--- src/rtl/core/mcarv_pkg.sv ---
package mcarv_pkg;

   // One request item: a start command or a random value for the next carve.
   typedef struct packed {
      logic        cmd;
      logic [30:0] random_value;
   } req_type;

   // One result item: the carved edge and the completion flag.
   typedef struct packed {
      logic [5:0] from_x;
      logic [5:0] from_y;
      logic [5:0] to_x;
      logic [5:0] to_y;
      logic       carved;
      logic       finished;
   } rsp_type;

   // Neighbor directions in the order in which they are tried.
   typedef enum logic [1:0] {
      DIR_DOWN,
      DIR_UP,
      DIR_RIGHT,
      DIR_LEFT
   } dir_type;

   // Outcome of the neighbor choice for one carve.
   typedef struct packed {
      logic    found;
      dir_type dir;
   } pick_type;

   typedef enum logic [2:0] {
      ST_IDLE,
      ST_LIMIT,
      ST_CLEAR,
      ST_PROBE,
      ST_DECIDE,
      ST_POP,
      ST_FINISH
   } state_type;

   localparam logic CMD_START = 1'b0;
   localparam logic CMD_CARVE = 1'b1;

   localparam logic CSR_GRID_WIDTH  = 1'b0;
   localparam logic CSR_GRID_HEIGHT = 1'b1;

   localparam int COORD_W   = 6;
   localparam int DIM_W     = 7;
   localparam int CELL_W    = 2 * COORD_W;
   localparam int MAP_DEPTH = 4096;
   localparam int EDGE_W    = 12;
   localparam int NUM_DIRS  = 4;

endpackage

--- src/rtl/core/mcarv_pick.sv ---
module mcarv_pick (
   input  logic [3:0]           open_mask,
   input  logic [1:0]           rnd_low,
   input  logic [9:0]           rnd_sum,
   output mcarv_pkg::pick_type  pick
);

   logic [8:0] fold1;
   logic [4:0] fold2;
   logic [2:0] fold3;
   logic [1:0] mod3;
   logic [2:0] count;
   logic [1:0] index;
   logic [2:0] seen;

   // The byte sum keeps the value modulo three; fold it down in base 256, base 16 and base 4,
   // all of which are also congruent to one.
   always_comb begin
      fold1 = {7'd0, rnd_sum[9:8]} + {1'b0, rnd_sum[7:0]};
      fold2 = {4'd0, fold1[8]} + {1'b0, fold1[7:4]} + {1'b0, fold1[3:0]};
      fold3 = {2'd0, fold2[4]} + {1'b0, fold2[3:2]} + {1'b0, fold2[1:0]};
      if (fold3 >= 3'd6) begin
         mod3 = 2'(fold3 - 3'd6);
      end else if (fold3 >= 3'd3) begin
         mod3 = 2'(fold3 - 3'd3);
      end else begin
         mod3 = fold3[1:0];
      end
   end

   always_comb begin
      count = {2'd0, open_mask[0]} + {2'd0, open_mask[1]}
            + {2'd0, open_mask[2]} + {2'd0, open_mask[3]};
      unique case (count)
         3'd1:    index = 2'd0;
         3'd2:    index = {1'b0, rnd_low[0]};
         3'd3:    index = mod3;
         default: index = rnd_low;
      endcase
   end

   // Take the open direction whose rank among the open ones equals the index.
   always_comb begin
      pick.found = 1'b0;
      pick.dir   = mcarv_pkg::DIR_DOWN;
      seen       = 3'd0;
      for (int i = 0; i < mcarv_pkg::NUM_DIRS; i++) begin
         if (open_mask[i]) begin
            if (!pick.found && seen == {1'b0, index}) begin
               pick.found = 1'b1;
               pick.dir   = mcarv_pkg::dir_type'(2'(i));
            end
            seen = seen + 3'd1;
         end
      end
   end

endmodule

--- config.mk ---
export PLATFORM = sky130hd
export DESIGN_NAME = mcarv_pick
export DESIGN_NICKNAME = d
export VERILOG_FILES = /design/src/rtl/core/mcarv_pkg.sv /design/src/rtl/core/mcarv_pick.sv
export SDC_FILE = /design/constraint.sdc
export NUM_CORES = 1
export LEC_CHECK = 0
export ABC_AREA = 1
export BUFFER_PORTS_ARGS = -buffer_cell sky130_fd_sc_hd__buf_2
export CAP_MARGIN = 15
export CORE_MARGIN = 10
export CORE_UTILIZATION = 50
export DETAILED_ROUTE_END_ITERATION = 10
export PLACE_DENSITY_LB_ADDON = 0.25
export SLEW_MARGIN = 40
export SYNTH_ARGS = -nofsm -noshare
export SYNTH_HDL_FRONTEND = slang
export SYNTH_SLANG_ARGS = --single-unit
--- constraint.sdc ---
create_clock -name vclk -period 10.48
set_input_delay 1.048 -clock vclk [all_inputs]
set_output_delay 1.048 -clock vclk [all_outputs]
set_load 0.005 [all_outputs]
==> metrics.sh <==
ROUTED-VIA-COUNT=785
GLOBALROUTETOTALUTIL=0.09929
POST_CTS_HOLD_BUFFER_COUNT=0
BUF_INV_STAGES_CRIT_PATH=5
CTS.REPAIR_TIMING.SETUP_BUFFER_COUNT=0
ANTENNA_CELLS_INSERTED=0
POSTROUTEWIRELENGTH_UM=1723
HOLDPATHEND='pick[0]'
AREA_GROWTH_PCT=14.00
RSZ0062_AT_GRT='no'
LAYOUT.CELL_AREA.NON_FILLER_UM2=937.1
GPL.FINAL_WEIGHTED_CONGESTION=0.7844
DRT-WIRELENGTH-PER-CELL_UM=11.12
GROUTE.LAYER.MET2.USAGE=0.1882
MAXSLEWVIOLCOUNT=0
CRITICAL_PATH_PEAK_FANOUT=6
POST_SYN_NETS=153
TIMING.FINAL.CRIT_SHARE=0.6058
TOP_PORTS=19
FINALHOLDVIOLCOUNT=0
SYNTH_TOP_CELLS_BY_AREA='sky130_fd_sc_hd__ha_1, sky130_fd_sc_hd__fa_1, sky130_fd_sc_hd__nand2_1'
CRITICAL-PATH-TOP-DELAY-FAMILY='adder cells'
DIE_AREA_UM2=3666
CRIT_TYPE='input pin to output pin'
STD_CELL_ROWS=14
PORTBUFFERS=19
NETS=174
LAYOUT-DRIVE-GT1-SHARE=0.2662
CRIT_PATH_TOP_DELAY_CELL='sky130_fd_sc_hd__fa_1'
P_TOTAL_mW=0.1877
SYNTH-SEQ-AREA-SHARE=0
POST_SYNTHESIS_INSTANCE_TOTAL=120
GLOBAL_ROUTE.USAGE.MET1=0.1213
FF_LATCH_AREA_UM2=0
POST_SYNTH.CELL_AREA_AVG_UM2=6.850
GRT_PASS1_VIAS=786
DIE_WIDTH_UM=60.55
GR-MAX-USAGE-LAYER='met2'
DRV_CAP=0
LEAKAGE_nW=0.5399
MIN-DELAY-START='open_mask[2]'
PEAKVDDDROP_uV=105.3
NUM-CLOCK-BUFFERS=0
SYNTH.YOSYS.WARNINGS=0
TIMING.CRITICAL_PATH.MODE_CELL='sky130_fd_sc_hd__nand2_1'
HPWL_UM=1610
PLACEMENT.CELL_AREA_UM2=937.1
GRT_ANTENNA_BEFORE_REPAIR=0
CP-END-KIND='output pin'
MIN_PERIOD_NS=6.349
REPORT.FINAL.SETUP_VIOL=0
PATH_CLASS_OF_THE_LOWEST_SLACK_MIN_DELAY_PATH='input pin to output pin'
ARRIVAL_TIME_AT_THE_WORST_ENDPOINT_NS=5.30
MIN_PATH_CELLS=5
CTS-RESIZED-GATES=0
CHIP_HEIGHT_UM=60.55
SYNTHTOPCELLSBYCOUNT='sky130_fd_sc_hd__nand2_1, sky130_fd_sc_hd__inv_1, sky130_fd_sc_hd__nand3_1'
SETUP-TNS-FINAL_NS=0
YOSYS.CELL_COUNT.TOP_TYPE='sky130_fd_sc_hd__nand2_1'
MAX-SLEW-MARGIN-REL=0.8099
PIN_COUNT_OF_THE_BIGGEST_NET_ENTERING_GLOBAL_ROUTING=7
OVERFLOW=0
LAYOUT.SEQUENTIAL_CELLS=0
CRITPATHREQUIREDTIME_NS=9.43
SETUP.WORST_PATH.START='rnd_sum[0]'
FLOORPLAN.CORE_AREA_UM2=1524
STARTPOINT_TYPE='input pin'
STATUS='complete, no violations'
POST_DRT_VIA_CELL_RATIO=5.065
DETAIL_ROUTE.FIRST_PASS.ITERATIONS=4
DRTANTENNAVIOLNETS=0
DRT-INITIAL-DRC-COUNT=4
FINAL_CRITICAL_PATH_SETUP_SLACK_NS=4.131
SYNTHDOMINANTAREACELLTYPE='sky130_fd_sc_hd__ha_1'
DRC=0
INITIAL_CORE_UTIL=0.5394
AREA_OF_THE_MAPPED_NETLIST_UM2=822.0
UTILIZATION=0.6149
GRT_UTIL_MET3=0.008351
CRITICAL_PATH.MAX_STAGE_DELAY_NS=0.51
WORST_SLEW_PIN_SLEW_NS=0.2822
NETLIST-CELL-TYPE-COUNT=26
PROPORTION_OF_NETLIST_AREA_HELD_BY_THE_LARGEST_AREA_CONTRIBUTOR=0.1674
PLACEMENT.SETUP.WORST_SLACK_NS=4.140
GRT_FIRST_PASS_WIRELENGTH_UM=3084
POWER.DENSITY_CELL_AREA_nW_PER_UM2=200.3
TIMING.FMAX_GHz=0.1575
[through the flow]
stage | hold WS, ns | instances
finish | 2.542 | 155
global route | 2.614 | 155
global placement | 2.543 | 155
detailed placement | 2.546 | 155
floorplan | 2.278 | 120
CTS | 2.546 | 155
[cells in the final DEF, fill, tap and decap left out, types with 2 or more instances in the layout]
master	netlist	layout
sky130_fd_sc_hd__a21oi_1	2	2
sky130_fd_sc_hd__buf_2	0	19
sky130_fd_sc_hd__fa_1	6	6
sky130_fd_sc_hd__ha_1	11	11
sky130_fd_sc_hd__inv_1	18	18
sky130_fd_sc_hd__nand2_1	27	27
sky130_fd_sc_hd__nand2_2	6	6
sky130_fd_sc_hd__nand2_4	4	4
sky130_fd_sc_hd__nand3_1	15	15
sky130_fd_sc_hd__nand3_2	2	2
sky130_fd_sc_hd__nor2_1	6	6
sky130_fd_sc_hd__o21ai_0	2	2
sky130_fd_sc_hd__xnor2_1	2	2
sky130_fd_sc_hd__xor2_1	6	6
[how the worst max path moves through the flow]
stage                     endpoint  slack (ns)  cells past startpoint
after detailed placement   pick[1]        4.14                     27
final                      pick[2]        4.13                     26
after global routing       pick[1]        3.79                     25
after CTS                  pick[1]        4.14                     27
after global placement     pick[1]        4.23                     27
after floorplan            pick[2]        4.59                     23
[cell type report]
cell class	instances	area [µm²]
tap	16	20.02
fill	160	586.8
multi-input combinational	101	750.7
timing repair buffer	19	95.09
inverter	19	71.32
[cell families (layout without fill, tap and decap cells)]
| group | Yosys count | in the layout | synth area share |
|---|---|---|---|
| simple gates | 67 | 67 | 0.4445 |
| buf+inv | 19 | 38 | 0.08675 |
| compound gates | 9 | 9 | 0.07003 |
| xor+xnor | 8 | 8 | 0.08524 |
| fa+ha+maj | 17 | 17 | 0.3135 |
[power breakdown]
part	internal, mW	switching (mW)	leakage [nW]
Combinational	0.0742	0.114	0.540
Sequential	0	0	0
Clock	0	0	0
[metal layers]
metal	routed length [µm]	part of all wire
met1	801	0.46
met5	0	0
met4	14	0.0081
met3	64	0.037
met2	842	0.49
[worst min-delay path, cell delays in order]
cell and delay [ns]:
sky130_fd_sc_hd__buf_2 0.14, sky130_fd_sc_hd__nand3_1 0.08, sky130_fd_sc_hd__nand3_1 0.07, sky130_fd_sc_hd__nand2_1 0.05, sky130_fd_sc_hd__buf_2 0.10
No activity file was read; power rests on OpenSTA's default activity.
